## src/hw/rtl/ps2md_pkg.sv

```systemverilog
// shared types and codes for the ps/2 mouse packet event decoder
// no dependencies; imported by every module of the block
package ps2md_pkg;

	// event kinds carried on the result stream
	localparam logic [1:0] KIND_PRESS   = 2'd0;
	localparam logic [1:0] KIND_RELEASE = 2'd1;
	localparam logic [1:0] KIND_REL_X   = 2'd2;
	localparam logic [1:0] KIND_REL_Y   = 2'd3;

	// packet_mode register codes
	localparam logic [1:0] MODE_BASIC    = 2'd0;
	localparam logic [1:0] MODE_SCROLL   = 2'd1;
	localparam logic [1:0] MODE_NONE     = 2'd2;
	// no meaning, decoded like MODE_NONE
	localparam logic [1:0] MODE_RESERVED = 2'd3;

	// register index of packet_mode
	localparam logic REG_PACKET_MODE = 1'b0;

	// byte 0 always has this bit set in a well-formed packet
	localparam int SYNC_BIT = 3;

	localparam int NUM_BUTTONS = 3;
	localparam int NUM_EVENTS  = 5;

	// event mask bit positions: buttons 0..2, then x, then y
	localparam int EV_X = 3;
	localparam int EV_Y = 4;

	// events of one completed packet, handed from the assembler to the emitter
	typedef struct packed {
		logic [NUM_EVENTS-1:0]  mask;
		logic [NUM_BUTTONS-1:0] buttons;
		logic signed [7:0]      rel_x;
		logic signed [7:0]      rel_y;
	} evset_t;

endpackage

```

## src/hw/rtl/ps2_mouse_packet_event_decoder.sv

```systemverilog
// top level of the ps/2 mouse packet event decoder
// depends on ps2md_pkg, ps2md_assembler and ps2md_emitter
//
// usage
// - slave stream s_*: one received mouse byte per transaction in s_tdata[7:0]
// - master stream m_*: one event per transaction; kind in m_tuser, button index
//   and signed motion in m_tdata, m_tlast marks the last event of an input byte
// - apb port: packet_mode at byte address 0 (0 basic 3-byte, 1 scrolling
//   4-byte, 2 or 3 discard every byte); write it only while the block is idle
// - a byte is folded into the packet state in the cycle it is accepted; a byte
//   that completes a packet with changes loads the event register, and each
//   event passes from there to the output register before it shows on m_tvalid
// - throughput: one byte per cycle while no events are pending; a packet with up
//   to five events holds the event register until all have moved on, one event
//   per cycle while the receiver takes them, and s_tready rises again in the
//   cycle the last event moves to the output register
// - when the receiver stalls, the output register holds its event and the event
//   register waits; s_tready stays low until the pending events drain
// - reset clears byte position, stored buttons, mode and all valid flags
module ps2_mouse_packet_event_decoder
	import ps2md_pkg::*;
(
	input  logic        clk,
	input  logic        arst_n,
	// slave stream
	input  logic        s_tvalid,
	output logic        s_tready,
	input  logic [7:0]  s_tdata,   // [7:0] rx_byte
	// master stream
	output logic        m_tvalid,
	input  logic        m_tready,
	output logic [15:0] m_tdata,   // [1:0] button_index, [9:2] motion_value, rest zero
	output logic [1:0]  m_tuser,   // [1:0] event_kind
	output logic        m_tlast,   // last_of_run
	// apb configuration port
	input  logic        psel,
	input  logic        penable,
	input  logic        pwrite,
	input  logic [2:0]  paddr,
	input  logic [31:0] pwdata,
	output logic [31:0] prdata,
	output logic        pready
);

	logic [1:0]        mode_q;
	logic              s_accept;
	logic              has_events;
	evset_t            evset;
	logic              emit_free;
	logic [1:0]        ev_index;
	logic signed [7:0] ev_motion;

	// config register, word address taken from paddr[2]
	assign pready = 1'b1;

	always_ff @(posedge clk or negedge arst_n) begin
		if (!arst_n) begin
			mode_q <= MODE_BASIC;
		end else if (psel && penable && pwrite && (paddr[2] == REG_PACKET_MODE)) begin
			mode_q <= pwdata[1:0];
		end
	end

	always_comb begin
		prdata = 32'd0;
		if (paddr[2] == REG_PACKET_MODE) begin
			prdata = {30'd0, mode_q};
		end
	end

	// input transaction, taken whenever the event register is or becomes free
	assign s_tready = emit_free;
	assign s_accept = s_tvalid && s_tready;

	ps2md_assembler u_assembler (
		.clk         (clk),
		.arst_n      (arst_n),
		.packet_mode (mode_q),
		.accept      (s_accept),
		.rx_byte     (s_tdata),
		.has_events  (has_events),
		.evset       (evset)
	);

	ps2md_emitter u_emitter (
		.clk        (clk),
		.arst_n     (arst_n),
		.load       (has_events),
		.evset      (evset),
		.free       (emit_free),
		.out_valid  (m_tvalid),
		.out_ready  (m_tready),
		.out_kind   (m_tuser),
		.out_index  (ev_index),
		.out_motion (ev_motion),
		.out_last   (m_tlast)
	);

	assign m_tdata = {6'd0, ev_motion, ev_index};

endmodule

```

## src/hw/rtl/ps2md_assembler.sv

```systemverilog
// packet assembly: byte position, stored packet bytes and button state
// depends on ps2md_pkg
module ps2md_assembler
	import ps2md_pkg::*;
(
	input  logic       clk,
	input  logic       arst_n,
	input  logic [1:0] packet_mode,
	input  logic       accept,
	input  logic [7:0] rx_byte,
	output logic       has_events,
	output evset_t     evset
);

	logic [1:0]             pos_q;
	logic [NUM_BUTTONS-1:0] byte0_q;
	logic [7:0]             byte1_q;
	logic [7:0]             byte2_q;
	logic [NUM_BUTTONS-1:0] prev_btn_q;

	logic                   enabled;
	logic                   need4;
	logic                   drop_sync;
	logic                   take;
	logic [2:0]             next_pos;
	logic                   complete;
	logic [NUM_BUTTONS-1:0] b0;
	logic [7:0]             b1;
	logic [7:0]             b2;

	always_comb begin
		enabled   = (packet_mode == MODE_BASIC) || (packet_mode == MODE_SCROLL);
		need4     = (packet_mode == MODE_SCROLL);
		drop_sync = (pos_q == 2'd0) && !rx_byte[SYNC_BIT];
		take      = accept && enabled && !drop_sync;
		next_pos  = {1'b0, pos_q} + 3'd1;
		complete  = need4 ? (next_pos >= 3'd4) : (next_pos >= 3'd3);
		// byte 0 and 1 are always stored before a packet can complete
		b0 = byte0_q;
		b1 = byte1_q;
		b2 = (pos_q == 2'd2) ? rx_byte : byte2_q;

		evset.buttons  = b0;
		evset.rel_x    = b1;
		evset.rel_y    = b2;
		evset.mask     = {b2 != 8'd0, b1 != 8'd0, b0 ^ prev_btn_q};
		has_events     = take && complete && (evset.mask != '0);
	end

	always_ff @(posedge clk or negedge arst_n) begin
		if (!arst_n) begin
			pos_q      <= 2'd0;
			prev_btn_q <= '0;
		end else if (take) begin
			if (complete) begin
				pos_q      <= 2'd0;
				prev_btn_q <= b0;
			end else begin
				pos_q <= next_pos[1:0];
			end
		end
	end

	// packet bytes need no reset; only the button bits of byte 0 are kept,
	// and the scroll byte is never used
	always_ff @(posedge clk) begin
		if (take) begin
			case (pos_q)
				2'd0:    byte0_q <= rx_byte[NUM_BUTTONS-1:0];
				2'd1:    byte1_q <= rx_byte;
				2'd2:    byte2_q <= rx_byte;
				default: ;
			endcase
		end
	end

endmodule

```

## src/hw/rtl/ps2md_emitter.sv

```systemverilog
// event emitter: holds one packet's events and sends them one per cycle while the receiver takes them
// depends on ps2md_pkg
module ps2md_emitter
	import ps2md_pkg::*;
(
	input  logic              clk,
	input  logic              arst_n,
	input  logic              load,
	input  evset_t            evset,
	output logic              free,
	output logic              out_valid,
	input  logic              out_ready,
	output logic [1:0]        out_kind,
	output logic [1:0]        out_index,
	output logic signed [7:0] out_motion,
	output logic              out_last
);

	logic                   ev_valid_s1;
	logic [NUM_EVENTS-1:0]  ev_mask_s1;
	logic [NUM_BUTTONS-1:0] ev_btn_s1;
	logic signed [7:0]      ev_x_s1;
	logic signed [7:0]      ev_y_s1;

	logic                   out_valid_q;
	logic [1:0]             out_kind_q;
	logic [1:0]             out_index_q;
	logic signed [7:0]      out_motion_q;
	logic                   out_last_q;

	logic                   out_room;
	logic                   pop;
	logic [NUM_EVENTS-1:0]  pick;
	logic [NUM_EVENTS-1:0]  remain;
	logic [1:0]             sel_kind;
	logic [1:0]             sel_index;
	logic signed [7:0]      sel_motion;

	always_comb begin
		out_room = !out_valid_q || out_ready;
		pop      = ev_valid_s1 && out_room;
		// lowest pending event first
		pick     = ev_mask_s1 & (~ev_mask_s1 + NUM_EVENTS'(1));
		remain   = ev_mask_s1 & ~pick;
		free     = !ev_valid_s1 || (pop && (remain == '0));

		sel_kind   = KIND_REL_Y;
		sel_index  = 2'd0;
		sel_motion = ev_y_s1;
		case (pick)
			5'b00001: begin
				sel_kind   = ev_btn_s1[0] ? KIND_PRESS : KIND_RELEASE;
				sel_index  = 2'd0;
				sel_motion = 8'sd0;
			end
			5'b00010: begin
				sel_kind   = ev_btn_s1[1] ? KIND_PRESS : KIND_RELEASE;
				sel_index  = 2'd1;
				sel_motion = 8'sd0;
			end
			5'b00100: begin
				sel_kind   = ev_btn_s1[2] ? KIND_PRESS : KIND_RELEASE;
				sel_index  = 2'd2;
				sel_motion = 8'sd0;
			end
			5'b01000: begin
				sel_kind   = KIND_REL_X;
				sel_motion = ev_x_s1;
			end
			default: ;
		endcase
	end

	always_ff @(posedge clk or negedge arst_n) begin
		if (!arst_n) begin
			ev_valid_s1 <= 1'b0;
			out_valid_q <= 1'b0;
		end else begin
			if (load) begin
				ev_valid_s1 <= 1'b1;
			end else if (pop && (remain == '0)) begin
				ev_valid_s1 <= 1'b0;
			end
			if (pop) begin
				out_valid_q <= 1'b1;
			end else if (out_ready) begin
				out_valid_q <= 1'b0;
			end
		end
	end

	always_ff @(posedge clk) begin
		if (load) begin
			ev_mask_s1 <= evset.mask;
			ev_btn_s1  <= evset.buttons;
			ev_x_s1    <= evset.rel_x;
			ev_y_s1    <= evset.rel_y;
		end else if (pop) begin
			ev_mask_s1 <= remain;
		end
		if (pop) begin
			out_kind_q   <= sel_kind;
			out_index_q  <= sel_index;
			out_motion_q <= sel_motion;
			out_last_q   <= (remain == '0);
		end
	end

	assign out_valid  = out_valid_q;
	assign out_kind   = out_kind_q;
	assign out_index  = out_index_q;
	assign out_motion = out_motion_q;
	assign out_last   = out_last_q;

endmodule
```

## config.mk

```make
export PLATFORM = sky130hd
export DESIGN_NAME = ps2_mouse_packet_event_decoder
export DESIGN_NICKNAME = d
export VERILOG_FILES = /design/src/hw/rtl/ps2md_pkg.sv /design/src/hw/rtl/ps2_mouse_packet_event_decoder.sv /design/src/hw/rtl/ps2md_assembler.sv /design/src/hw/rtl/ps2md_emitter.sv
export SDC_FILE = /design/constraint.sdc
export NUM_CORES = 1
export LEC_CHECK = 0
export BUFFER_PORTS_ARGS = -buffer_cell sky130_fd_sc_hd__buf_4
export CORE_ASPECT_RATIO = 1.75
export CORE_MARGIN = 8
export CORE_UTILIZATION = 35
export CTS_BUF_LIST = sky130_fd_sc_hd__clkbuf_16
export DETAILED_ROUTE_END_ITERATION = 10
export PLACE_DENSITY_LB_ADDON = 0.25
export SLEW_MARGIN = 25
export SYNTH_ARGS = -nofsm -noshare
export SYNTH_HDL_FRONTEND = slang
export SYNTH_HIERARCHICAL = 1
export SYNTH_SLANG_ARGS = --single-unit
```

## constraint.sdc

```tcl
create_clock -name clk -period 5 [get_ports clk]
set_clock_uncertainty 0.15 [all_clocks]
set_input_delay 1 -clock clk [delete_from_list [all_inputs] [get_ports clk]]
set_output_delay 1 -clock clk [all_outputs]
set_load 0.005 [all_outputs]
```

# After elaboration in Yosys (flattened, before gate mapping)
# Cells that the tools add are included.
# totals
reg_bits	65
output_inout_bits	54
word_cells	80
# classes
add_sub_neg	2
magnitude_cmp	2
n_eq_ne	7
n_mux	16
n_bitwise	6
n_reduce_logical	31
# op_table
op	count
$pmux W8 S2	1
$reduce_bool A8 Y1	2
$logic_and A1 B1 Y1	11
$and A5 B5 Y5	2
$mux W5	2
$not A5 Y5	2
$mux W1	8
$mux W8	1
$pmux W2 S4	1
$reduce_and A2 Y1	3
$reduce_bool A2 Y1	3
$add A5 B1 Y5 const B	1
$eq A5 B1 Y1 const B	1
$eq A5 B2 Y1 const B	1
$eq A5 B3 Y1 const B	1
$eq A5 B4 Y1 const B	1
$logic_not A5 Y1	1
$reduce_bool A5 Y1	1
$eq A2 B1 Y1 const B	2
$logic_not A1 Y1	4
$logic_not A2 Y1	2
$mux W2	2
$pmux W2 S2	1
$add A2 B1 Y3 const B	1
other kinds (7)	9

# Longest topological paths before layout
# logic_depth
word_depth	14
ltp_mapped	11

# Cells and area by module
# The synthesis kept the hierarchy.
# modules_own_cells
module	instances	cells_each	area_per_inst_um2
ps2md_emitter	1	95	1520.2
ps2md_assembler	1	70	1072.3
ps2_mouse_packet_event_decoder	1	47	412.9

# Worst setup path before layout
# OpenSTA, ideal clock, no wires.
# synth_timing
path_type	input to register
from	input m_tready
to	register u_emitter.ev_mask_s1[1] (data pin)
setup_time_ns	0.268
arrival_time_ns	3.225
t_required_ns	4.582
path_slack_ns	1.357
path_stages	9
path_buffers	1
cell_sequence	nand2b_1 > o211ai_1 > nand2_1 > and2_1 > nor3b_2 > and2b_1 > o21a_1 > clkbuf_1 > o21ai_0
# synth_via
elab_chain_cells	10
# synth_rtl
element	line_no	source
start, declared	ps2_mouse_packet_event_decoder.sv:31	input logic m_tready,
$logic_or A1 B1 Y1	ps2md_emitter.sv:40	out_room = !out_valid_q || out_ready;
$logic_and A1 B1 Y1	ps2md_emitter.sv:41	pop = ev_valid_s1 && out_room;
$logic_and A1 B1 Y1	ps2md_emitter.sv:45	free = !ev_valid_s1 || (pop && (remain == '0));
$logic_or A1 B1 Y1	ps2md_emitter.sv:45	
net s_tready	ps2_mouse_packet_event_decoder.sv:27	output logic s_tready,
$logic_and A1 B1 Y1	ps2_mouse_packet_event_decoder.sv:73	assign s_accept = s_tvalid && s_tready;
net s_accept	ps2_mouse_packet_event_decoder.sv:46	logic s_accept;
$logic_and A1 B1 Y1 (2 in a row)	ps2md_assembler.sv:35	take = accept && enabled && !drop_sync;
$logic_and A1 B1 Y1 (2 in a row)	ps2md_assembler.sv:47	has_events = take && complete && (evset.mask != '0);
net has_events	ps2_mouse_packet_event_decoder.sv:47	logic has_events;
$mux W5	ps2md_emitter.sv:93	if (load) begin
end signal, assigned	ps2md_emitter.sv:94	ev_mask_s1 <= evset.mask;
end signal, assigned	ps2md_emitter.sv:99	ev_mask_s1 <= remain;
end, declared	ps2md_emitter.sv:20	logic [NUM_EVENTS-1:0] ev_mask_s1;
# The timed path passes the listed nets, and every way through them passes these cells.
# A chain may end at the register's enable or synchronous reset.

# Final worst setup path
# layout_timing
from	register u_emitter.ev_mask_s1[3]
to	register u_emitter.ev_mask_s1[1] (enable)
# layout_via
elab_chain_cells	14
# layout_rtl
element	line_no	source
$not A5 Y5	ps2md_emitter.sv:43	pick = ev_mask_s1 & (~ev_mask_s1 + NUM_EVENTS'(1));
$add A5 B1 Y5	ps2md_emitter.sv:43	
$and A5 B5 Y5	ps2md_emitter.sv:43	
$not A5 Y5	ps2md_emitter.sv:44	remain = ev_mask_s1 & ~pick;
$and A5 B5 Y5 (*)	ps2md_emitter.sv:44	
$logic_not A5 Y1 (*)	ps2md_emitter.sv:45	
$logic_and A1 B1 Y1 (*)	ps2md_emitter.sv:45	
$logic_or A1 B1 Y1 (*)	ps2md_emitter.sv:45	
$logic_and A1 B1 Y1 (*)	ps2_mouse_packet_event_decoder.sv:73	
net s_accept	ps2_mouse_packet_event_decoder.sv:46	
$logic_and A1 B1 Y1 (*) (2 in a row)	ps2md_assembler.sv:35	
$logic_and A1 B1 Y1 (*) (2 in a row)	ps2md_assembler.sv:47	
net has_events	ps2_mouse_packet_event_decoder.sv:47	
$reduce_bool A2 Y1 (no source line) (*)	-	
# The timed path passes the listed nets; every way through them passes the cells marked *.

==> results.py <==
metrics = {
    "hold_path": {
        "hold_start": "u_assembler/b1[4]$_DFFE_PP_",
        "hold_end": "u_emitter/ev_x_s1[4]$_DFFE_PP_",
        "whs_path_depth": 0,
        "hold_class": "flip-flop to flip-flop",
    },
    "clock_tree": {
        "cts_tree": "done",
        "ctsHoldBuffers": 0,
        "worst_skew_pair.late_latency_ps": 320,
        "numCtsBuffers": 9,
        "post-cts-setup-buffer-count": 0,
        "clock-root-buffer": "clkbuf_16",
        "clockBufferDepth": 2,
        "clk_pin_slew_ps": 50,
        "cts_sinks": 65,
        "htree_num_levels": 3,
        "cts-resized-gates": 0,
    },
    "synthesis": {
        "netlist_instances": 212,
        "ys_seq_area_share_pct": 63.45,
        "synth.ff_latch_count": 65,
        "synth_ff_type": "edfxtp_1",
        "async_flop_share_pct": 13.85,
        "avgSynthCellArea_um2": 14.18,
        "synth_edf_count": 56,
        "yosysWarnings": 6,
        "synthesis.area_mm2": 0.003005,
        "ys_types": 41,
    },
    "global_route": {
        "use_met2_pct": 15.78,
        "grt_pass1_wl_um": 7755,
        "gr-total-overflow": 0,
        "grt_pass1_vias": 1561,
        "globalRoute.busiestLayer": "met2",
        "grt.total_usage_pct": 8.706,
        "antenna_found_initial": 0,
        "grtUsageMet3_pct": 3.205,
        "grt_max_degree": 31,
        "grt_use_met1_pct": 7.243,
    },
    "critical_path": {
        "reg2reg_from": "u_emitter/ev_mask_s1[3]$_DFFE_PP_",
        "r2r_end": "u_emitter/ev_mask_s1[1]$_DFFE_PP_",
        "required_ps": 4870,
        "r2r_setup_slack_ps": 1800,
        "crit_buf_inv": 2,
        "cp_cell_sequence": "a211oi_1, o211ai_1, nand2_1, and2_1, nor3b_2, buf_4, and2b_1, o21a_1, buf_4, or2_2",
        "crit_type": "flip-flop to flip-flop",
        "crit_fanout": 30,
        "cp_slowest_cell": "edfxtp_1",
        "reg2reg_depth": 10,
        "max_stage_delay_ps": 660,
        "path_delay_family": "simple AND/OR/NAND/NOR gates",
        "start_kind": "flip-flop",
        "cpMostUsedCell": "buf_4",
        "cp-end-kind": "flip-flop",
        "worstPathArrival_ps": 3080,
    },
    "final_layout": {
        "nNetsFinal": 305,
        "stdcell_count": 373,
        "diodes": 0,
        "num-fill-cells": 805,
        "syn_to_final_growth_pct": 16.86,
        "final_cell_area_mm2": 0.003512,
        "postLayoutCoreUtil_pct": 41.31,
        "drive_above_1_share_pct": 26.56,
    },
    "pwr": {
        "p_total_mw": 1.792,
        "comb_power_share_pct": 20.7,
        "vdd_drop_max_v": 0.0002010,
        "clkPwrFrac_pct": 32.6,
        "sequentialPowerShare_pct": 46.8,
        "powerDensity_mw_per_mm2": 510.3,
        "intPower_mw": 1.313,
        "p_switching_uw": 479.4,
        "switching_share_pct": 26.75,
        "p_leak_nw": 1.406,
    },
    "drt": {
        "drt_wl_total_um": 4917,
        "detail_route.wl_per_cell_um": 13.18,
        "post_drt_via_cell_ratio": 4.223,
        "num_vias": 1575,
        "first_pass_iters": 4,
        "ant_nets": 0,
        "drc": 0,
        "drt-initial-drc-count": 77,
    },
    "placed_design": {
        "gp_congestion": 0.7179,
        "io_buffer_count": 34,
        "placed_cells": 357,
        "post-place-ws_ps": 1620,
        "placed_area_mm2": 0.003232,
        "place_hpwl_um": 3856,
    },
    "timing": {
        "hold_slack_ps": 317.0,
        "drv_slew": 0,
        "fin_crit_ps": 3205,
        "max_clock_freq_mhz": 312.0,
        "max_slew_margin_pct": 56.29,
        "setup_viol": 0,
        "finalWorstSetupSlack_ps": 1795,
        "max_slew.worst_pin.slew_ps": 655.7,
        "timing.final.hold_violations": 0,
        "rsz0062_at_grt": "no",
        "setup_tns_ps": 0,
        "fin_crit_sh_pct": 64.09,
    },
    "floorplanning": {
        "die_y_um": 138.6,
        "start_util_pct": 35.35,
        "die_area_mm2": 0.01193,
        "placementRows": 45,
        "core_area_mm2": 0.008502,
        "num_io_pins": 104,
        "die_x_um": 86.05,
    },
    "flow_run": {
        "cap_violations": 0,
    },
    "run_status": {
        "outcome": "finished clean",
    },
}
-- how the worst max path moves through the flow --
stage,from,endpoint,depth (start not counted)
after floorplan,m_tready,u_emitter/ev_mask_s1[1]$_DFFE_PP_,9
after global placement,m_tready,u_emitter/ev_mask_s1[2]$_DFFE_PP_,11
after detailed placement,m_tready,u_emitter/ev_mask_s1[1]$_DFFE_PP_,11
after CTS,u_emitter/ev_mask_s1[3]$_DFFE_PP_,u_emitter/ev_mask_s1[1]$_DFFE_PP_,10
after global routing,u_emitter/ev_mask_s1[3]$_DFFE_PP_,u_emitter/ev_mask_s1[1]$_DFFE_PP_,10
final,u_emitter/ev_mask_s1[3]$_DFFE_PP_,u_emitter/ev_mask_s1[1]$_DFFE_PP_,10
-- cells in the final DEF, fill, tap and decap left out, drive strengths merged, types with 2 or more instances in the layout --
master and instances:
edfxtp 56, inv 8, xor2 3, a211oi 2, nand2b 3, dfrtp 9
clkbuf 9, nor4 3, nor3b 4, nor2 10, ha 4, mux2i 10
clkinv 3, or4 2, buf 36, nand3 2, nor3 2, mux2 11
conb 37, nand2 9, nor2b 2, and2 5, o21ai 10, and2b 4
-- power by group through the flow --
| stage | clock [mW] | sequential, mW | combinational (mW) |
|---|---|---|---|
| 2_1_floorplan | 0 | 0.815 | 0.299 |
| 3_3_place_gp | 0 | 0.846 | 0.369 |
| 3_5_place_dp | 0 | 0.851 | 0.377 |
| 4_1_cts | 0.602 | 0.841 | 0.378 |
| 5_1_grt | 0.622 | 0.855 | 0.420 |
| 6_report | 0.584 | 0.838 | 0.371 |
-- synthesized netlist by cell type, drive strengths merged (3+ instances only) --
master  number  area [µm²]
ha           4       50.05
edfxtp      56        1682
nor2        10       37.54
inv          5       18.77
mux2i       10       100.1
nor3b        4       35.03
nand2        9       33.78
dfrtp        9       225.2
nand2b       3       18.77
mux2        11       131.4
buf         42       317.8
and2         5       31.28
nor4         3       31.28
xor2         3       26.28
and2b        4       32.53
o21ai       10       50.04
-- flip-flops by register name (all words and copies together), names as in the netlist, 2 cells and up --
register / cells
u_assembler/byte2_q: 8
u_assembler/b1: 8
u_emitter/ev_x_s1: 8
u_emitter/ev_mask_s1: 5
mode_q: 2
u_assembler/pos_q: 2
u_emitter/ev_btn_s1: 3
u_emitter/out_index: 2
u_emitter/out_motion: 8
u_assembler/b0: 3
u_emitter/out_kind: 2
u_emitter/ev_y_s1: 8
u_assembler/prev_btn_q: 3
-- cells by family after synthesis --
| kind of cell | share of synthesized area [%] |
|---|---|
| flip-flops | 63.45 |
| AND/OR/NAND/NOR | 10.28 |
| buffers and inverters | 11.32 |
| multiplexers | 7.702 |
| AO/OA/AOI/OAI | 4.455 |
| adder cells (fa/ha/maj) | 1.665 |
| XOR/XNOR | 0.8744 |
| other | 0.2499 |
-- layer usage --
layer / share of wire, % / wire length, µm / vias up
li1: - / - / 765
met1: 32 / 1583 / 751
met2: 56 / 2761 / 49
met3: 8.8 / 434 / 10
met4: 2.8 / 138 / 0
met5: 0 / 0 / -
-- layout make-up --
cell class | instances | area (µm²) | area share [%]
clock buffer | 9 | 225.2 | 6.413
clock inverter | 7 | 55.05 | 1.568
inverter | 5 | 18.77 | 0.5344
multi-input combinational | 134 | 889.6 | 25.33
sequential | 65 | 1907 | 54.29
tap | 117 | 146.4 | 4.168
timing repair buffer | 36 | 270.3 | 7.695
Power figures use the tool's default switching activity.
